<file path="src/rtl/core/bff_pkg.sv">
// Shared types, constants and saturating fixed-point helpers of the boundary face flux block.
`default_nettype none

package bff_pkg;

  localparam int unsigned WORD_BITS    = 32;
  localparam int unsigned FRAC_BITS    = 16;
  localparam int unsigned DIV_STEPS    = WORD_BITS + FRAC_BITS;
  localparam int unsigned DIV_LAT      = DIV_STEPS + 2;
  localparam int unsigned KIND_BITS    = 3;
  localparam int unsigned CFG_IDX_BITS = 3;

  typedef logic signed [WORD_BITS-1:0] word_t;

  localparam word_t WORD_MAX = {1'b0, {(WORD_BITS-1){1'b1}}};
  localparam word_t WORD_MIN = {1'b1, {(WORD_BITS-1){1'b0}}};
  localparam word_t Q_ONE    = word_t'(64'd1 << FRAC_BITS);
  localparam word_t Q_43     = word_t'(((64'd4 << FRAC_BITS) + 64'd1) / 64'd3);
  localparam word_t Q_23     = word_t'(((64'd2 << FRAC_BITS) + 64'd1) / 64'd3);

  // Face kind codes
  localparam logic [KIND_BITS-1:0] KIND_INTERIOR    = 3'd0;
  localparam logic [KIND_BITS-1:0] KIND_FARFIELD    = 3'd1;
  localparam logic [KIND_BITS-1:0] KIND_OUTFLOW     = 3'd2;
  localparam logic [KIND_BITS-1:0] KIND_SLIP_WALL   = 3'd3;
  localparam logic [KIND_BITS-1:0] KIND_NOSLIP_WALL = 3'd4;

  // Configuration register indexes
  localparam logic [CFG_IDX_BITS-1:0] REG_VISCOUS_ENABLE = 3'd0;
  localparam logic [CFG_IDX_BITS-1:0] REG_FREE_U         = 3'd1;
  localparam logic [CFG_IDX_BITS-1:0] REG_FREE_V         = 3'd2;
  localparam logic [CFG_IDX_BITS-1:0] REG_FREE_PRESSURE  = 3'd3;
  localparam logic [CFG_IDX_BITS-1:0] REG_FREE_ENTHALPY  = 3'd4;
  localparam logic [CFG_IDX_BITS-1:0] REG_INV_REYNOLDS   = 3'd5;
  localparam logic [CFG_IDX_BITS-1:0] REG_HEAT_COEF      = 3'd6;

  typedef struct packed {
    logic  viscous_enable;
    word_t free_u;
    word_t free_v;
    word_t free_pressure;
    word_t free_enthalpy;
    word_t inv_reynolds;
    word_t heat_coef;
  } cfg_t;

  typedef struct packed {
    logic [KIND_BITS-1:0] kind;
    word_t nx;
    word_t ny;
    word_t ox;
    word_t oy;
    word_t ro;
    word_t u;
    word_t v;
    word_t p;
    word_t et;
    word_t t;
    word_t mu;
  } face_t;

  typedef struct packed {
    logic conv_w;
    logic visc_w;
    logic far;
    logic outf;
    logic wall;
    logic nsw;
  } flags_t;

  typedef struct packed {
    flags_t fl;
    word_t  nx;
    word_t  ny;
    word_t  ox;
    word_t  oy;
    word_t  ro;
    word_t  u;
    word_t  v;
    word_t  p;
    word_t  et;
    word_t  mu;
    word_t  du;
    word_t  dv;
    word_t  dt;
  } item_t;

  typedef struct packed {
    logic  conv_written;
    word_t conv_mass;
    word_t conv_xmom;
    word_t conv_ymom;
    word_t conv_energy;
    logic  visc_written;
    word_t visc_xmom;
    word_t visc_ymom;
    word_t visc_energy;
  } res_t;

  // Clamp a sign and a wide magnitude to the word range
  function automatic word_t sat_mag(input logic neg, input logic [2*WORD_BITS-1:0] m);
    logic [2*WORD_BITS-1:0] lim;
    logic [WORD_BITS-1:0]   lo;
    lim = {{(WORD_BITS+1){1'b0}}, {(WORD_BITS-1){1'b1}}};
    lo  = m[WORD_BITS-1:0];
    if (m > lim) return neg ? WORD_MIN : WORD_MAX;
    return neg ? word_t'(~lo + 1'b1) : word_t'(lo);
  endfunction

  // Product with magnitude truncated toward zero, saturated
  function automatic word_t fmul(input word_t a, input word_t b);
    logic [WORD_BITS-1:0]   ma;
    logic [WORD_BITS-1:0]   mb;
    logic [2*WORD_BITS-1:0] pr;
    ma = a[WORD_BITS-1] ? (~a + 1'b1) : a;
    mb = b[WORD_BITS-1] ? (~b + 1'b1) : b;
    pr = ma * mb;
    return sat_mag(a[WORD_BITS-1] ^ b[WORD_BITS-1], pr >> FRAC_BITS);
  endfunction

  function automatic word_t fadd(input word_t a, input word_t b);
    logic [WORD_BITS:0] s;
    s = {a[WORD_BITS-1], a} + {b[WORD_BITS-1], b};
    if (s[WORD_BITS] != s[WORD_BITS-1]) return s[WORD_BITS] ? WORD_MIN : WORD_MAX;
    return word_t'(s[WORD_BITS-1:0]);
  endfunction

  function automatic word_t fsub(input word_t a, input word_t b);
    logic [WORD_BITS:0] s;
    s = {a[WORD_BITS-1], a} - {b[WORD_BITS-1], b};
    if (s[WORD_BITS] != s[WORD_BITS-1]) return s[WORD_BITS] ? WORD_MIN : WORD_MAX;
    return word_t'(s[WORD_BITS-1:0]);
  endfunction

endpackage

`default_nettype wire

</file>
<file path="src/rtl/core/bff_queue.sv">
// Two-entry queue between the front end and the flux pipeline.
`default_nettype none

module bff_queue (
  input  logic           clk_i,
  input  logic           rst_ni,
  input  logic           push_i,
  input  bff_pkg::item_t item_i,
  output logic           full_o,
  input  logic           pop_i,
  output logic           valid_o,
  output bff_pkg::item_t item_o
);
  import bff_pkg::*;

  localparam logic [1:0] QDEPTH = 2'd2;

  item_t      mem_q [2];
  logic       wr_q;
  logic       rd_q;
  logic [1:0] cnt_q;

  assign full_o  = (cnt_q == QDEPTH);
  assign valid_o = (cnt_q != 2'd0);
  assign item_o  = mem_q[rd_q];

  // Advance pointers and count
  always_ff @(posedge clk_i or negedge rst_ni) begin
    if (!rst_ni) begin
      wr_q  <= 1'b0;
      rd_q  <= 1'b0;
      cnt_q <= 2'd0;
    end else begin
      if (push_i) wr_q <= ~wr_q;
      if (pop_i)  rd_q <= ~rd_q;
      cnt_q <= cnt_q + 2'(push_i) - 2'(pop_i);
    end
  end

  always_ff @(posedge clk_i) begin
    if (push_i) begin
      mem_q[wr_q] <= item_i;
    end
  end

endmodule

`default_nettype wire

</file>
<file path="config.mk">
export PLATFORM = sky130hd
export DESIGN_NAME = bff_queue
export DESIGN_NICKNAME = d
export VERILOG_FILES = /design/src/rtl/core/bff_pkg.sv /design/src/rtl/core/bff_queue.sv
export SDC_FILE = /design/constraint.sdc
export NUM_CORES = 1
export LEC_CHECK = 0
export BUFFER_PORTS_ARGS = -buffer_cell sky130_fd_sc_hd__buf_4
export CAP_MARGIN = 0
export CORE_AREA = 2 2 335 337
export CTS_BUF_LIST = sky130_fd_sc_hd__clkbuf_8
export DETAILED_ROUTE_END_ITERATION = 12
export DIE_AREA = 0 0 337 339
export SLEW_MARGIN = 15
export SYNTH_ARGS = -nofsm -noshare
export SYNTH_HDL_FRONTEND = slang
export SYNTH_SLANG_ARGS = --single-unit
</file>
<file path="constraint.sdc">
create_clock -name clk_i -period 37.5 [get_ports clk_i]
set_input_delay 7.5 -clock clk_i [delete_from_list [all_inputs] [get_ports clk_i]]
set_output_delay 7.5 -clock clk_i [all_outputs]
set_load 0.02 [all_outputs]
</file>
* After elaboration in Yosys (flattened, before gate mapping)
Memories as Yosys holds them, arrays and structs flattened.
Index checks and enable logic that the tools add are counted.
Widths: inputs -> output; s select.
** Word-level totals
- Register bits :: 4
- Bits in writable memories :: 844
- Input bits :: 426
- Output and inout bits :: 424
- Word-level logic and storage cells :: 12
- Memories :: 1
** Memories
- mem_q :: words 2, bits a word 422, rd ports 1, clocked after memory_dff 0, write ports 1, line bff_queue.sv:18 : item_t mem_q [2];
** Cells by class
- Add/subtract/negate cells :: 2
- Equal/unequal tests :: 1
- Muxes and demuxes :: 2
- Bitwise logic cells :: 2
- Reduce and logical (&&, ||, !) cells :: 1
** Operators by type and width (count)
- $add 2x1->2 :: 1
- $eq 2x2->1 const B :: 1
- $mux 1 :: 2
- $not 1->1 :: 2
- $reduce_bool 2->1 :: 1
- $sub 2x1->2 :: 1

* Logic depth before layout (Yosys ltp)
- Word-level depth :: 2
- Mapped depth :: 5
- Depth with buffers taken out :: 5

* Worst setup path after synthesis
No wires, ideal clock.
- Path kind :: in2reg
- Start point :: input port push_i
- End point :: memory mem_q[0][0] (netlist bit), enable pin
- Setup time :: 1.266 ns
- Arrival time :: 25.606 ns
- Data required time :: 36.234 ns
- Setup slack :: 10.628 ns
- Cell stages on the path :: 1
- Buffers on the path :: 0
- Cell sequence :: nor2b_1
** On the way
- Word-level cells in the longest chain between the ends :: 2
** Ends and longest elaborated chain
- start, declared :: line bff_queue.sv:7 : input logic push_i,
- $mux 1 :: line bff_queue.sv:41 : if (push_i) begin
- $mux 1 (not written as such) :: line bff_queue.sv:42 : mem_q[wr_q] <= item_i;
- end, declared :: line bff_queue.sv:18
Every way passes these cells.

==> impl_metrics.ini <==
[clock_tree]
post_cts_resized = 0
htree_levels = 4
cts_tree = built
clk_pin_slew_ns = 0.05
clock_latency_ns = 0.79
cts_buffers = 148
hold_buffers = 0
clock_path_buffers = 3
cts_sinks = 848
cts_root_buf = clkbuf_8
cts_setup_buffers = 0

[detailed_routing]
wl_um = 79600
wire_per_inst_um = 20.4
drc = 0
first_iter_violations = 792
vias_per_cell = 4.15
num_vias = 16159
firstDrtPassIters = 4
antenna_left = 0

[floorplan]
dieArea_um2 = 114000
core-area_um2 = 110000
num_rows = 122
die_h_um = 339
die_x_um = 337
initial_core_util_pct = 27.9
io_pins = 850

[setup_path]
path_max_fanout = 75
start_kind = flop
required_ns = 30.00
worstSetupPathType = reg -> out
worst_setup_path_end_kind = output port
crit_arrival_ns = 4.08

[logic_synthesis]
syn-num-nets = 1756
synthMuxAreaShare_pct = 15.4
synth_area_leaders = edfxtp_1 (82%), mux2_2 (15%), buf_6 (1.5%)
synth_largest_area_cell = edfxtp_1
syn_inst = 1328
synth_xor_area_share_pct = 0.134
ys_warn_count = 0
yosys.area_share.simple_pct = 0.0813
ys_types = 12
synth_top_cell_area_share_pct = 82.3
syn_area_um2 = 30800
synth_adder_area_share_pct = 0.0813
seq_area_frac_synth_pct = 82.6
ys_ff_latch = 848
synth_top_family_by_area = multiplexers
synth_compound_area_share_pct = 0
avgSynthCellArea_um2 = 23.2

[power_and_ir_drop]
p_total_uw = 3200
ir_drop_uv = 50.5
p_per_area_nw_per_um2 = 77.3
leakagePower_uw = 0.0154

[sta]
tightest_slew_ns = 1.33
period_needed_ns = 11.58
setup_viol = 0
fin_crit_sh_pct = 30.9
skew_ns = 0.0247
rsz0062_at_grt = no
setup_tns_ns = 0
max_freq_mhz = 86.4
final_hold_viol_count = 0
slew_headroom_pct = 11.4
drv_slew = 0

[status]
status = complete, no violations

[layout]
drive_above_1_share_pct = 61.1
final_nets = 2721
syn_to_final_growth_pct = 34.3

[grt]
grt_usage_pct = 13.4
grt_pass1_vias = 17424
grt_start_max_net_pins = 165
grt_pass1_wl_um = 113000
overflow = 0
antenna_found_initial = 21

[placement]
io_buffers = 849
dpl.hpwl_um = 55300
gp_congestion = 0.820

[job]
drv_cap = 0

[hold_path]
hp-class = reg -> reg
-- cell usage after synthesis --
library cell  instances
and2_1                1
buf_2                 5
buf_6                42
dfrtp_1               4
edfxtp_1            844
ha_1                  2
inv_1                 2
mux2_2              422
nor2b_1               2
or2_2                 1
xor2_1                2
xor3_1                1
-- path summary, 6_finish.rpt --
path,start,endpoint,slack [ns],depth (start not counted)
worst max-delay path,rd_q$_DFFE_PN0P_,item_o[232],25.92,4
worst min-delay path,wr_q$_DFFE_PN0P_,wr_q$_DFFE_PN0P_,0.56,1
worst max register to register,wr_q$_DFFE_PN0P_,mem_q[0][21]$_DFFE_PP_,33.65,4
worst min register to register,wr_q$_DFFE_PN0P_,wr_q$_DFFE_PN0P_,0.56,1
max in group asynchronous,rst_ni,rd_q$_DFFE_PN0P_,30.86,1
min in group asynchronous,rst_ni,rd_q$_DFFE_PN0P_,6.52,1
-- registers in the layout, summed over array words and instances, names as in the netlist --
name	cells
mem_q	844
cnt_q	2
rd_q	1
wr_q	1
-- logic make-up (layout without fill, tap and decap cells) --
group / after synthesis / after routing
fa+ha+maj: 2 / 2
buf+inv: 49 / 1125
xor+xnor: 3 / 3
simple gates: 4 / 4
flops: 848 / 848
mux: 422 / 422
other cells: 0 / 5
-- worst max-delay path, stage by stage, from the launching register on --
cell	delay [ns]
dfrtp_4	0.90
buf_4	0.85
buf_4	0.82
mux2_2	0.44
buf_4	0.16
-- cells in the final DEF, fill, tap and decap left out --
cell,netlist,layout
xor2_1,2,2
mux2_2,422,422
buf_12,0,3
inv_1,2,52
dfrtp_1,4,3
clkinv_4,0,2
nor2b_4,0,1
buf_4,0,859
ha_1,2,2
or2_2,1,1
clkinvlp_4,0,8
bufinv_16,0,4
clkinv_2,0,13
xor3_1,1,1
diode_2,0,5
inv_8,0,2
clkbuf_8,0,151
clkinv_1,0,29
nor2b_1,2,1
and2_4,0,1
edfxtp_1,844,844
dfrtp_4,0,1
inv_6,0,2
-- through the flow --
stage                     util (%)  cell area [um^2]  setup slack [ns]  std cells  hold slack, ns
after global routing          37.5             41400             25.56       3895           0.584
after detailed placement      35.0             38700             26.32       3631           0.542
after CTS                     37.5             41400             25.71       3892           0.552
after global placement        35.0             38700             26.47       3631           0.531
final                         37.5             41400             25.92       3897           0.558
after floorplan                  -             30800             10.63       1328           0.455
-- cell type report --
cell class	instances	area (um^2)
Timing Repair Buffer	862	6510
Antenna cell	5	12.5
Multi-Input combinational cell	431	4850
Tap cell	1488	1860
Fill cell	10215	69000
Clock buffer	151	2080
Inverter	2	7.51
Sequential cell	848	25400
Clock inverter	110	599
-- where the power goes --
part	leakage (uW)	total, uW	switching, uW	internal [uW]
Clock	0.00154	771	369	402
Combinational	0.00588	1120	634	481
Sequential	0.00797	1310	49.3	1260
Total	0.0154	3200	1050	2140
-- layer usage --
layer / up-vias / part of all wire [%] / track usage, %
met5: - / 0.26 / 0
met4: 32 / 2.8 / 5.32
met3: 173 / 11 / 6.60
met2: 720 / 50 / 22.5
met1: 7949 / 36 / 14.3
li1: 7285 / - / -
Note: power is estimated with default switching activity, not from simulation.
