$ cat src/rtl/core/bff_pkg.sv
// Shared types, constants and saturating fixed-point helpers of the boundary face flux block.
`default_nettype none

package bff_pkg;

  localparam int unsigned WORD_BITS    = 32;
  localparam int unsigned FRAC_BITS    = 16;
  localparam int unsigned DIV_STEPS    = WORD_BITS + FRAC_BITS;
  localparam int unsigned DIV_LAT      = DIV_STEPS + 2;
  localparam int unsigned KIND_BITS    = 3;
  localparam int unsigned CFG_IDX_BITS = 3;

  typedef logic signed [WORD_BITS-1:0] word_t;

  localparam word_t WORD_MAX = {1'b0, {(WORD_BITS-1){1'b1}}};
  localparam word_t WORD_MIN = {1'b1, {(WORD_BITS-1){1'b0}}};
  localparam word_t Q_ONE    = word_t'(64'd1 << FRAC_BITS);
  localparam word_t Q_43     = word_t'(((64'd4 << FRAC_BITS) + 64'd1) / 64'd3);
  localparam word_t Q_23     = word_t'(((64'd2 << FRAC_BITS) + 64'd1) / 64'd3);

  // Face kind codes
  localparam logic [KIND_BITS-1:0] KIND_INTERIOR    = 3'd0;
  localparam logic [KIND_BITS-1:0] KIND_FARFIELD    = 3'd1;
  localparam logic [KIND_BITS-1:0] KIND_OUTFLOW     = 3'd2;
  localparam logic [KIND_BITS-1:0] KIND_SLIP_WALL   = 3'd3;
  localparam logic [KIND_BITS-1:0] KIND_NOSLIP_WALL = 3'd4;

  // Configuration register indexes
  localparam logic [CFG_IDX_BITS-1:0] REG_VISCOUS_ENABLE = 3'd0;
  localparam logic [CFG_IDX_BITS-1:0] REG_FREE_U         = 3'd1;
  localparam logic [CFG_IDX_BITS-1:0] REG_FREE_V         = 3'd2;
  localparam logic [CFG_IDX_BITS-1:0] REG_FREE_PRESSURE  = 3'd3;
  localparam logic [CFG_IDX_BITS-1:0] REG_FREE_ENTHALPY  = 3'd4;
  localparam logic [CFG_IDX_BITS-1:0] REG_INV_REYNOLDS   = 3'd5;
  localparam logic [CFG_IDX_BITS-1:0] REG_HEAT_COEF      = 3'd6;

  typedef struct packed {
    logic  viscous_enable;
    word_t free_u;
    word_t free_v;
    word_t free_pressure;
    word_t free_enthalpy;
    word_t inv_reynolds;
    word_t heat_coef;
  } cfg_t;

  typedef struct packed {
    logic [KIND_BITS-1:0] kind;
    word_t nx;
    word_t ny;
    word_t ox;
    word_t oy;
    word_t ro;
    word_t u;
    word_t v;
    word_t p;
    word_t et;
    word_t t;
    word_t mu;
  } face_t;

  typedef struct packed {
    logic conv_w;
    logic visc_w;
    logic far;
    logic outf;
    logic wall;
    logic nsw;
  } flags_t;

  typedef struct packed {
    flags_t fl;
    word_t  nx;
    word_t  ny;
    word_t  ox;
    word_t  oy;
    word_t  ro;
    word_t  u;
    word_t  v;
    word_t  p;
    word_t  et;
    word_t  mu;
    word_t  du;
    word_t  dv;
    word_t  dt;
  } item_t;

  typedef struct packed {
    logic  conv_written;
    word_t conv_mass;
    word_t conv_xmom;
    word_t conv_ymom;
    word_t conv_energy;
    logic  visc_written;
    word_t visc_xmom;
    word_t visc_ymom;
    word_t visc_energy;
  } res_t;

  // Clamp a sign and a wide magnitude to the word range
  function automatic word_t sat_mag(input logic neg, input logic [2*WORD_BITS-1:0] m);
    logic [2*WORD_BITS-1:0] lim;
    logic [WORD_BITS-1:0]   lo;
    lim = {{(WORD_BITS+1){1'b0}}, {(WORD_BITS-1){1'b1}}};
    lo  = m[WORD_BITS-1:0];
    if (m > lim) return neg ? WORD_MIN : WORD_MAX;
    return neg ? word_t'(~lo + 1'b1) : word_t'(lo);
  endfunction

  // Product with magnitude truncated toward zero, saturated
  function automatic word_t fmul(input word_t a, input word_t b);
    logic [WORD_BITS-1:0]   ma;
    logic [WORD_BITS-1:0]   mb;
    logic [2*WORD_BITS-1:0] pr;
    ma = a[WORD_BITS-1] ? (~a + 1'b1) : a;
    mb = b[WORD_BITS-1] ? (~b + 1'b1) : b;
    pr = ma * mb;
    return sat_mag(a[WORD_BITS-1] ^ b[WORD_BITS-1], pr >> FRAC_BITS);
  endfunction

  function automatic word_t fadd(input word_t a, input word_t b);
    logic [WORD_BITS:0] s;
    s = {a[WORD_BITS-1], a} + {b[WORD_BITS-1], b};
    if (s[WORD_BITS] != s[WORD_BITS-1]) return s[WORD_BITS] ? WORD_MIN : WORD_MAX;
    return word_t'(s[WORD_BITS-1:0]);
  endfunction

  function automatic word_t fsub(input word_t a, input word_t b);
    logic [WORD_BITS:0] s;
    s = {a[WORD_BITS-1], a} - {b[WORD_BITS-1], b};
    if (s[WORD_BITS] != s[WORD_BITS-1]) return s[WORD_BITS] ? WORD_MIN : WORD_MAX;
    return word_t'(s[WORD_BITS-1:0]);
  endfunction

endpackage

`default_nettype wire

$ cat src/rtl/core/bff_front.sv
// Front end: accepts a face item, classifies its kind and forms the boundary differences.
`default_nettype none

module bff_front (
  input  logic           clk_i,
  input  logic           rst_ni,
  input  bff_pkg::cfg_t  cfg_i,
  input  logic           in_valid_i,
  output logic           in_stall_o,
  input  bff_pkg::face_t face_i,
  input  logic           full_i,
  output logic           push_o,
  output bff_pkg::item_t item_o
);
  import bff_pkg::*;

  logic  fv_q;
  item_t item_q;
  item_t item_d;
  logic  take;

  assign in_stall_o = fv_q & full_i;
  assign push_o     = fv_q & ~full_i;
  assign take       = in_valid_i & ~in_stall_o;
  assign item_o     = item_q;

  // Classify the kind and form the differences to the boundary values
  always_comb begin
    item_d.fl.far    = (face_i.kind == KIND_FARFIELD);
    item_d.fl.outf   = (face_i.kind == KIND_OUTFLOW);
    item_d.fl.nsw    = (face_i.kind == KIND_NOSLIP_WALL);
    item_d.fl.wall   = (face_i.kind == KIND_SLIP_WALL) | item_d.fl.nsw;
    item_d.fl.conv_w = item_d.fl.far | item_d.fl.outf | item_d.fl.wall;
    item_d.fl.visc_w = cfg_i.viscous_enable &
                       (item_d.fl.far | item_d.fl.outf | item_d.fl.nsw);
    item_d.nx = face_i.nx;
    item_d.ny = face_i.ny;
    item_d.ox = face_i.ox;
    item_d.oy = face_i.oy;
    item_d.ro = face_i.ro;
    item_d.u  = face_i.u;
    item_d.v  = face_i.v;
    item_d.p  = face_i.p;
    item_d.et = face_i.et;
    item_d.mu = face_i.mu;
    item_d.du = fsub(item_d.fl.far ? cfg_i.free_u : '0, face_i.u);
    item_d.dv = fsub(item_d.fl.far ? cfg_i.free_v : '0, face_i.v);
    item_d.dt = fsub(Q_ONE, face_i.t);
  end

  // Hold the item until the queue takes it
  always_ff @(posedge clk_i or negedge rst_ni) begin
    if (!rst_ni) begin
      fv_q <= 1'b0;
    end else begin
      fv_q <= take | (fv_q & ~push_o);
    end
  end

  always_ff @(posedge clk_i) begin
    if (take) begin
      item_q <= item_d;
    end
  end

endmodule

`default_nettype wire

$ cat config.mk
export PLATFORM = sky130hd
export DESIGN_NAME = bff_front
export DESIGN_NICKNAME = d
export VERILOG_FILES = /design/src/rtl/core/bff_pkg.sv /design/src/rtl/core/bff_front.sv
export SDC_FILE = /design/constraint.sdc
export NUM_CORES = 1
export LEC_CHECK = 0
export BUFFER_PORTS_ARGS = -buffer_cell sky130_fd_sc_hd__buf_2
export CORE_AREA = 4 4 382 384
export CTS_CLUSTER_DIAMETER = 100
export DETAILED_ROUTE_END_ITERATION = 10
export DIE_AREA = 0 0 386 388
export GPL_TIMING_DRIVEN = 0
export PLACE_DENSITY = 0.33
export SLEW_MARGIN = 20
export SYNTH_ARGS = -nofsm -noshare
export SYNTH_HDL_FRONTEND = slang
export SYNTH_SLANG_ARGS = --single-unit
$ cat constraint.sdc
create_clock -name clk_i -period 24.7 [get_ports clk_i]
set_input_delay 4.94 -clock clk_i [delete_from_list [all_inputs] [get_ports clk_i]]
set_output_delay 4.94 -clock clk_i [all_outputs]
set_load 0.02 [all_outputs]
* Yosys cells after proc, flatten, opt, wreduce, memory -nomap -nowiden
Index checks and enable logic that the tools add are counted.
** Cells by class
- Eq/ne operators :: 7
- Multiplexer cells :: 14
- Add/sub/neg operators :: 3
- Bitwise gates (word level) :: 13
** Operators with widths (number)
- $mux 32 :: 11
- $sub 32x32->33 :: 2
- $sub 18x32->33 const A :: 1
- $eq 3x2->1 const B :: 2
- $and 1x1->1 :: 5
- $or 1x1->1 :: 5
- $eq 3x1->1 const B :: 1
- $eq 3x3->1 const B :: 1
- $mux 1 :: 3
- $ne 1x1->1 :: 3
- $not 1->1 :: 3
** Word-level totals
- Logic and storage cells :: 57
- Bits in registers :: 423
- Output and inout bits :: 424

* Depth between registers and ports, before layout
Gate-level depths: netlist of run 1.
- Word-level depth :: 6
- Mapped depth :: 17

* Least setup slack after synthesis of run 1
Ideal clock, no wire load.
- Path kind :: in2reg
- Start point :: input full_i
- End point :: register item_q, in the netlist item_o[0], enable pin
- Arrival time :: 23.557 ns
- Path slack :: -0.113 ns
- Stages on the path :: 2
- Library setup time :: 1.256 ns
- Cells stage by stage :: and2_1 > nor2b_1
** Between the ends
- Longest elaborated chain between the ends :: 3
** Ends and longest elaborated chain
- start: declaration :: RTL line bff_front.sv:11 : input logic full_i,
- $and 1x1->1 :: RTL line bff_front.sv:22 : assign in_stall_o = fv_q & full_i;
- $not 1->1 :: RTL line bff_front.sv:24 : assign take = in_valid_i & ~in_stall_o;
- $and 1x1->1 :: RTL line bff_front.sv:24
- net take :: RTL line bff_front.sv:20 : logic take;
- end signal: assignment :: RTL line bff_front.sv:62 : item_q <= item_d;
- end: declaration :: RTL line bff_front.sv:18 : item_t item_q;
The timed path passes the listed nets, and every way through them passes these cells.
A chain may end at the register's enable or synchronous reset.

==> impl_results.md, run 1 <==
* Post-synthesis sequential area ratio at 69.8%
* Via density per instance at 3.46
* Cell total after placement at 4070
* Mean Syn Cell Area at 14.0 µm²
* Static Leak at between 10 and 15 nW
* RePlAce Congestion at roughly 0.8
* Multi-input gate area in the final layout at about 5000 µm²
* Num ports at between 900 and 1000
* Number of iterations in the first detailed-routing pass at 5
* Ratio of final minimum period to clock period at 42.2%
* Register area at ~13000 µm²
* Crit end category: register
* Post-route worst setup slack at 14.29 ns
* Share of layout cells above drive strength 1 at between 40% and 50%
* Vias at 14489
* Net count after synthesis at around 1900
* Highest ir drop seen on vdd at ~0.056 mV
* TritonCTS buffer count at between 50 and 60
* Proportion of netlist area held by the largest area contributor at between 60% and 70%
* Pin slew with the least headroom to its limit at approximately 0.9 ns
* Netlist Area Pre-Place at 18200 µm²
* Final-layout setup total negative slack at 0 ns
* Global-route wire length before repair at roughly 120 mm
* Adder-cell area share of the yosys netlist at 5.16%
* Complex-gate fraction of the synthesized area at under 10%
* Share of the synthesized netlist area taken by xor and xnor gates at 4.00%
* Clock latency on the worst-skew pair at 0.67 ns
* Detailed Route Iter0 Violations at ~790
* Total DRC errors in the routed layout at 0
* Portion of netlist area occupied by mux cells at less than 1%
* Setup CP Type: in -> reg
* Core box area at between 100000 and 150000 µm²
* Worst setup slack before clock tree synthesis at approximately 13 ns
* Minimum clock period at ~10 ns
* Post-synthesis async set-or-reset flop share at less than 1%
* Unrepaired setup endpoints after global routing: false
* Leading cell types in the layout, fill and taps excluded: 849 x sky130_fd_sc_hd__buf_2, 422 x sky130_fd_sc_hd__edfxtp_1, 110 x sky130_fd_sc_hd__nand2_1, 92 x sky130_fd_sc_hd__a21oi_1, 85 x sky130_fd_sc_hd__inv_1
* Routed Antenna Nets at 0
* Post-detailed-routing wire length at about 94 mm
* Number of port buffers at roughly 850
* Total count of hold-check failures in the final report at 0
* Most instantiated flip-flop cell in the synthesis netlist: sky130_fd_sc_hd__edfxtp_1
* Most common cell after layout, fill and taps aside: sky130_fd_sc_hd__buf_2
* Pin count of the biggest net entering global routing at 26
* Die height at roughly 390 µm
* Met3 wire length at roughly 11 mm
* Instance count of the mapped netlist at between 1000 and 1500
* Wire length on met1 at between 30 and 40 mm
* Total power density per cell area at 74.0 nW/µm²
* Cell accounting for the most synthesized area: sky130_fd_sc_hd__edfxtp_1
* Final cell utilization of the core at between 10% and 20%
* Data arrival time at the worst-slack endpoint at approximately 11 ns
* Cts hold-fix bufs at 0
* # clock sinks at roughly 420
* Initial core utilization at 12.7%
* Number of nets in the finished design at 2848
* Relative max-transition margin at between 30% and 40%
* Upper clock frequency limit at 96.0 MHz
* Setup bufs post-CTS at 0
* Synth warnings at 0
* Clock tree from TritonCTS: done
* Post-Synth Simple-Gate Area at 9.13%
* H-tree lvl count at 2
* Required time of the critical path at 25.14 ns
* Power after layout at between 2 and 2.5 mW
* Finished Layout Cells at ~4200
* Worst Skew at ~0.064 ns
* Overall overflow remaining after global route at 0
* Number of enable flip-flop cells after synthesis at between 400 and 500
* Yosys cell types at 63
* Routed wirelength normalized by instance count at roughly 23 µm
* Met2 wirelength from detailed routing at roughly 43 mm
* Largest fanout of any net on the critical path at 10
* Slew Viols, Final at 0
* Hold Crit Class: reg -> reg
* Clock transition at the registers of the reported paths at 0.06 ns
* Area overhead of the layout relative to synthesis at 50.0%
* Overall routing resource usage at a little under an eighth
* Main combinational cell family by area after synthesis: simple AND/OR/NAND/NOR gates
* #FFs+latches synth at 423
* Post-DP HPWL at between 70 and 80 mm
* Clock Path Buffers at 3
* Antenna violations before repair at slightly below 70
* Max-cap viol count at 0
* Die footprint at ~150000 µm²
* Number of cell rows at around 140
* Die X at around 390 µm
* Clock tree root driver cell: sky130_fd_sc_hd__clkbuf_16
* Result of the run: finished, final reports clean
* Via count of the first global-routing pass at 14828
* Uppermost layer routed: met5
* Fillcell total at 15760
* Number of endpoints failing setup at the final stage at 0
* Largest cells by area after synthesis: sky130_fd_sc_hd__edfxtp_1 70%, sky130_fd_sc_hd__ha_1 4.6%, sky130_fd_sc_hd__xnor2_1 2.6%, sky130_fd_sc_hd__a21oi_1 2.5%, sky130_fd_sc_hd__and2_1 2.4%
* CTS resizes at 0
* Startpoint kind of the worst setup timing path: input port
per-stage QoR:
stage | hold slack [ns] | cell area, µm²
global route | 0.776 | 27200
finish | 0.698 | 27300
CTS | 0.706 | 27200
detailed placement | 0.690 | 25300
global placement | 0.644 | 24800
floorplan | 0.758 | 18200
power by group:
part	switching, mW	internal [mW]
Clock	0.353	0.526
Sequential	0.0132	0.847
Combinational	0.185	0.0946
flip-flops by register name, indices dropped and copies added (netlist names):
register / count
item_o: 422
fv_q: 1
cells by family after synthesis:
logic type	count (synthesis)
buf+inv	125
simple gates	326
flops	423
fa+ha+maj	75
mux	4
compound gates	264
xor+xnor	83
Yosys cell counts, drive strengths merged (3+ instances only):
| cell | number |
|---|---|
| o31a | 3 |
| a211o | 5 |
| inv | 85 |
| a211oi | 6 |
| o21ai | 70 |
| nand2b | 6 |
| nand2 | 110 |
| edfxtp | 422 |
| nand4 | 15 |
| xnor2 | 55 |
| ha | 67 |
| nor2 | 43 |
| nor3b | 5 |
| o21bai | 5 |
| or2 | 3 |
| nor4b | 3 |
| or3 | 8 |
| maj3 | 6 |
| clkbuf | 37 |
| o31ai | 6 |
| nor4 | 5 |
| buf | 3 |
| o311ai | 3 |
| o211ai | 6 |
| nand3 | 16 |
| o41ai | 4 |
| and3 | 3 |
| o21a | 8 |
| a31o | 5 |
| nor2b | 7 |
| a31oi | 8 |
| or4 | 5 |
| xor2 | 28 |
| and2 | 69 |
| nand3b | 6 |
| a2111oi | 3 |
| a21oi | 92 |
| nor3 | 19 |
| a21o | 26 |
routing by layer:
| metal | vias up | GRT usage (%) |
|---|---|---|
| met3 | 155 | 6.23 |
| met4 | 34 | 2.66 |
| met5 | - | 0 |
| met1 | 6937 | 14.1 |
| met2 | 654 | 19.3 |
| li1 | 6709 | - |
area by class of cell:
class,instances,area share (%)
sequential,423,46.6
multi-input combinational,752,18.4
timing repair buffer,867,17.1
tap,1903,8.73
clock buffer,65,5.42
clock inverter,39,1.86
inverter,85,1.17
buffer,40,0.592
antenna,14,0.128
path summary, 6_finish.rpt:
kind	startpoint	to	slack, ns	depth (start not counted)
min in group asynchronous	rst_ni	fv_q	4.03	1
hold / removal	fv_q	fv_q	0.70	2
hold reg to reg	fv_q	fv_q	0.70	2
max in group asynchronous	rst_ni	fv_q	20.58	1
setup reg to reg	fv_q	item_o[52]	22.02	8
setup / recovery	face_i[354]	item_o[85]	14.29	18
critical path, stage by stage:
cell and delay, ns:
sky130_fd_sc_hd__buf_2 0.14, sky130_fd_sc_hd__nor3b_1 0.27, sky130_fd_sc_hd__clkbuf_2 0.50, sky130_fd_sc_hd__clkbuf_1 0.56, sky130_fd_sc_hd__nand2_1 0.37, sky130_fd_sc_hd__ha_1 0.32, sky130_fd_sc_hd__inv_1 0.07, sky130_fd_sc_hd__fa_1 0.22
sky130_fd_sc_hd__nand3_1 0.11, sky130_fd_sc_hd__a21oi_1 0.21, sky130_fd_sc_hd__nor3_1 0.09, sky130_fd_sc_hd__o21ai_0 0.54, sky130_fd_sc_hd__a31oi_1 0.34, sky130_fd_sc_hd__o31a_1 0.37, sky130_fd_sc_hd__o21ai_1 0.73, sky130_fd_sc_hd__nand2_1 0.41
sky130_fd_sc_hd__clkbuf_1 0.36, sky130_fd_sc_hd__a21oi_1 0.27
No activity file was read; power rests on OpenSTA's default activity.
==> run 2, diff against run 1 <==
--- a/config.mk
+++ b/config.mk
@@ -5,13 +5,14 @@
 export SDC_FILE = /design/constraint.sdc
 export NUM_CORES = 1
 export LEC_CHECK = 0
+export ABC_AREA = 1
 export BUFFER_PORTS_ARGS = -buffer_cell sky130_fd_sc_hd__buf_2
-export CORE_AREA = 4 4 382 384
+export CORE_AREA = 4 4 374 376
 export CTS_CLUSTER_DIAMETER = 100
 export DETAILED_ROUTE_END_ITERATION = 10
-export DIE_AREA = 0 0 386 388
+export DIE_AREA = 0 0 378 380
 export GPL_TIMING_DRIVEN = 0
-export PLACE_DENSITY = 0.33
+export PLACE_DENSITY = 0.36
 export SLEW_MARGIN = 20
 export SYNTH_ARGS = -nofsm -noshare
 export SYNTH_HDL_FRONTEND = slang
==> constraint.sdc (replaced) <==
create_clock -name clk_i -period 8.65 [get_ports clk_i]
set_input_delay 1.73 -clock clk_i [delete_from_list [all_inputs] [get_ports clk_i]]
set_output_delay 1.73 -clock clk_i [all_outputs]
set_load 0.02 [all_outputs]
==> impl_results.md, run 2 <==
* Number of cell rows at 136 (was 139)
* Layer with the highest usage after global routing: met2 (unchanged)
* Setup bufs post-CTS at 0 (unchanged)
* Global routing usage on met1 at 13.4% (was 14.1%)
* Clock tree root driver cell: sky130_fd_sc_hd__clkbuf_16 (unchanged)
* Library cell with the highest instance count after synthesis: sky130_fd_sc_hd__nand2_1 (was sky130_fd_sc_hd__edfxtp_1)
* Routed wirelength normalized by instance count at 19.9 µm (was 22.5 µm)
* Overall routing resource usage at 12.2% (was 12.0%)
* Global-route met3 utilization at 4.92% (was 6.23%)
* Unrepaired setup endpoints after global routing: false (unchanged)
* Startpoint kind of the worst setup timing path: input port (unchanged)
* Required time of the critical path at 9.02 ns (was 25.14 ns)
* Die X at 378 µm (was 386 µm)
* Worst Skew at 0.0371 ns (was 0.0635 ns)
* Vias at 16112 (was 14489)
* Post-detailed-routing wire length at 91.6 mm (was 94.4 mm)
* H-tree lvl count at 2 (unchanged)
* Total count of hold-check failures in the final report at 0 (unchanged)
* Number of enable flip-flop cells after synthesis at 422 (unchanged)
* Cell Chain, Critical Path: buf_2 > inv_1 > nor3_1 > inv_2 > clkbuf_1 > nor2_1 > fa_1 > nand3_1 > nand3_1 > nand2_1 > nand2_1 > nand2_1 > nand2_2 > nand2_2 > nand3_1 > nand2_2 > nor2_4 > o21ai_2 (was buf_2 > nor3b_1 > clkbuf_2 > clkbuf_1 > nand2_1 > ha_1 > inv_1 > fa_1 > nand3_1 > a21oi_1 > nor3_1 > o21ai_0 > a31oi_1 > o31a_1 > o21ai_1 > nand2_1 > clkbuf_1 > a21oi_1)
* Upper clock frequency limit at approximately 190 MHz
* Worst Reg2Reg Path Length in Cells at 10 (was 8)
* Number of endpoints failing setup at the final stage at 0 (unchanged)
* Number of iterations in the first detailed-routing pass at 5 (unchanged)
* Pin count of the biggest net entering global routing at 26 (unchanged)
* Initial core utilization at 14.3% (was 12.7%)
* Slew Viols, Final at 0 (unchanged)
* Post-synthesis sequential area ratio at 64.8% (was 69.8%)
* Ranking of synthesized cells by instance count: 517 x sky130_fd_sc_hd__nand2_1, 422 x sky130_fd_sc_hd__edfxtp_1, 288 x sky130_fd_sc_hd__inv_1 (was 422 x sky130_fd_sc_hd__edfxtp_1, 110 x sky130_fd_sc_hd__nand2_1, 92 x sky130_fd_sc_hd__a21oi_1)
* Clock latency on the worst-skew pair at 0.65 ns (was 0.67 ns)
* Static Leak at 13.2 nW (was 11.3 nW)
* Post-route worst setup slack at 3.39 ns (was 14.29 ns)
* Hold Crit Class: reg -> reg (unchanged)
* Number of flip-flops in the largest register at 422 (unchanged)
* Number of port buffers at 847 (unchanged)
* Most instantiated flip-flop cell in the synthesis netlist: sky130_fd_sc_hd__edfxtp_1 (unchanged)
* Detailed Route Iter0 Violations at 722 (was 792)
* Largest cells by area after synthesis: sky130_fd_sc_hd__edfxtp_1 65%, sky130_fd_sc_hd__nand2_1 9.9%, sky130_fd_sc_hd__inv_1 5.5%, sky130_fd_sc_hd__ha_1 4.3%, sky130_fd_sc_hd__nor2_1 3.6% (was sky130_fd_sc_hd__edfxtp_1 70%, sky130_fd_sc_hd__ha_1 4.6%, sky130_fd_sc_hd__xnor2_1 2.6%, sky130_fd_sc_hd__a21oi_1 2.5%, sky130_fd_sc_hd__and2_1 2.4%)
* Delay of the slowest cell on the worst path at 0.60 ns (was 0.73 ns)
* Clock transition at the registers of the reported paths at 0.06 ns (about the same)
* CTS resizes at 0 (unchanged)
* Fillcell total at 15174 (was 15760)
* TritonCTS buffer count at 57 (was 58)
* Routed Antenna Nets at 0 (unchanged)
* Synth warnings at 0 (unchanged)
* Leading cell types in the layout, fill and taps excluded: 847 x sky130_fd_sc_hd__buf_2, 517 x sky130_fd_sc_hd__nand2_1, 422 x sky130_fd_sc_hd__edfxtp_1, 287 x sky130_fd_sc_hd__inv_1, 189 x sky130_fd_sc_hd__nor2_1 (was 849 x sky130_fd_sc_hd__buf_2, 422 x sky130_fd_sc_hd__edfxtp_1, 110 x sky130_fd_sc_hd__nand2_1, 92 x sky130_fd_sc_hd__a21oi_1, 85 x sky130_fd_sc_hd__inv_1)
* Overall overflow remaining after global route at 0 (unchanged)
* Result of the run: finished, final reports clean (unchanged)
* Largest fanout of any net on the critical path at 10 (unchanged)
* Net count after synthesis at 2453 (was 1921)
* Antenna violations before repair at 27 (was 68)
* Highest ir drop seen on vdd at 0.160 mV (was 0.0563 mV)
* Buffers & Inverters on Critical Path at 4 (was 5)
* Relative max-transition margin at 47.9% (was 39.7%)
* Power after layout at 5.60 mW (was 2.02 mW)
* Max-cap viol count at 0 (unchanged)
* Worst r2r src: fv_q (unchanged)
* Slowest cell on crit path: sky130_fd_sc_hd__nor3_1 (was sky130_fd_sc_hd__o21ai_1)
* Crit end category: register (unchanged)
* #FFs+latches synth at 423 (unchanged)
* Gate family responsible for the most delay along the worst path: simple AND/OR/NAND/NOR gates (was compound AO/OA/AOI/OAI gates)
* Netlist Area Pre-Place at 19600 µm² (was 18200 µm²)
* Reg2Reg Capture Point: item_o[54] (was item_o[52])
* Area overhead of the layout relative to synthesis at 44.9% (was 50.0%)
* Share of layout cells above drive strength 1 at 36.7% (was 42.8%)
* Clock tree from TritonCTS: done (unchanged)
* Total DRC errors in the routed layout at 0 (unchanged)
* Termination of the worst setup path: item_o[61] (was item_o[85])
* Post-DP HPWL at 77.4 mm (was 79.0 mm)
* Die height at 380 µm (was 388 µm)
* Data arrival time at the worst-slack endpoint at 5.64 ns (was 10.85 ns)
* Total power density per cell area at 197 nW/µm² (was 74.0 nW/µm²)
* Pin slew with the least headroom to its limit at 0.776 ns (was 0.899 ns)
* Number of nets in the finished design at 3380 (was 2848)
* Global-route wire length before repair at 126 mm (was 124 mm)
* Worst setup slack before clock tree synthesis at 2.37 ns (was 13.45 ns)
* Setup CP Type: in -> reg (unchanged)
* Via density per instance at 3.50 (was 3.46)
* Clock Path Buffers at 3 (unchanged)
* Post-synthesis async set-or-reset flop share at 0.236% (unchanged)
* Setup crit start: face_i[352] (was face_i[354])
* Mean Syn Cell Area at 10.7 µm² (was 14.0 µm²)
* Instance count of the mapped netlist at 1832 (was 1300)
* Yosys cell types at 36 (was 63)
* Cts hold-fix bufs at 0 (unchanged)
* Met2 Track Usage GR at 21.8% (was 19.3%)
* Most common cell after layout, fill and taps aside: sky130_fd_sc_hd__buf_2 (unchanged)
* Cell accounting for the most synthesized area: sky130_fd_sc_hd__edfxtp_1 (unchanged)
* RePlAce Congestion at 0.845 (was 0.812)
* # clock sinks at 423 (unchanged)
* Ratio of final minimum period to clock period at between 60 and 70%
* Minimum clock period at 5.26 ns
* Die footprint at 144000 µm² (was 150000 µm²)
* Via count of the first global-routing pass at 16844 (was 14828)
* Proportion of netlist area held by the largest area contributor at 64.7% (was 69.7%)
* Crit. path cell count at 18 (unchanged)
* Core box area at 137000 µm² (was 143000 µm²)
* Worst hold margin at 0.514 ns (was 0.698 ns)
* R2r setup slk at 5.89 ns (was 22.02 ns)
* Num ports at 976 (unchanged)
run 2: cell types whose count changed after synthesis, sizes merged, moves of 25 or more:
cell and delta:
nand3 +42, o21ai -33, a21o -25, inv +209, nor2 +158, nand2 +431
and2 -69, xnor2 -45, clkbuf -31
run 2: layer usage:
| layer | vias to the layer above | wire [µm] | part of all wire (%) |
|---|---|---|---|
| met1 | 7520 | 34800 | 38 |
| met5 | - | 56 | 0.061 |
| met4 | 8 | 2240 | 2.4 |
| li1 | 7858 | - | - |
| met3 | 118 | 9590 | 10 |
| met2 | 608 | 44900 | 49 |
run 2: layout make-up:
| type | instances | area (µm²) | area share (%) |
|---|---|---|---|
| antenna | 9 | 22.5 | 0.0794 |
| multi-input combinational | 1095 | 5630 | 19.8 |
| clock inverter | 29 | 292 | 1.03 |
| timing repair buffer | 868 | 4730 | 16.7 |
| tap | 1794 | 2240 | 7.91 |
| sequential | 423 | 12700 | 44.7 |
| clock buffer | 68 | 1490 | 5.25 |
| buffer | 20 | 169 | 0.595 |
| inverter | 294 | 1100 | 3.89 |
run 2: worst reg2reg max path, stage by stage, from the launching register on:
cell and delay, ns:
sky130_fd_sc_hd__dfrtp_1 0.37, sky130_fd_sc_hd__nand2_1 0.09, sky130_fd_sc_hd__inv_2 0.05, sky130_fd_sc_hd__nor2_4 0.48, sky130_fd_sc_hd__buf_16 0.25, sky130_fd_sc_hd__buf_12 0.20
sky130_fd_sc_hd__buf_16 0.21, sky130_fd_sc_hd__buf_16 0.18, sky130_fd_sc_hd__buf_16 0.17, sky130_fd_sc_hd__buf_16 0.19, sky130_fd_sc_hd__buf_12 0.21
run 2: power breakdown:
group          internal, mW  switching [mW]
clock                  1.32           0.971
combinational         0.279           0.573
sequential             2.42          0.0379
run 2: cells by family (layout without fill, tap and decap cells):
| family | count (synthesis) | in the layout | share of synthesized area [%] |
|---|---|---|---|
| AO/OA/AOI/OAI | 122 | 122 | 3.60 |
| XOR/XNOR | 57 | 57 | 2.55 |
| adder cells (fa/ha/maj) | 69 | 69 | 4.48 |
| buffers and inverters | 314 | 1279 | 6.50 |
| flip-flops | 423 | 423 | 64.8 |
| other | 0 | 9 | 0 |
| AND/OR/NAND/NOR | 847 | 847 | 18.1 |
run 2: worst min path at each step:
stage                     startpoint    to  slack, ns  depth (start not counted)
after detailed placement        fv_q  fv_q       0.51                          2
after CTS                       fv_q  fv_q       0.52                          2
after global placement          fv_q  fv_q       0.50                          2
after global routing            fv_q  fv_q       0.57                          2
after floorplan                 fv_q  fv_q       0.47                          2
final                           fv_q  fv_q       0.51                          2
run 2: through the flow:
step,util (%),TNS (ns),area (µm²),std cells
after global routing,20.7,0,28400,4591
after global placement,19.1,-1611.98,26100,4473
after detailed placement,19.4,0,26600,4494
after CTS,20.7,0,28400,4591
after floorplan,-,0,19600,1832
final,20.7,0,28400,4600
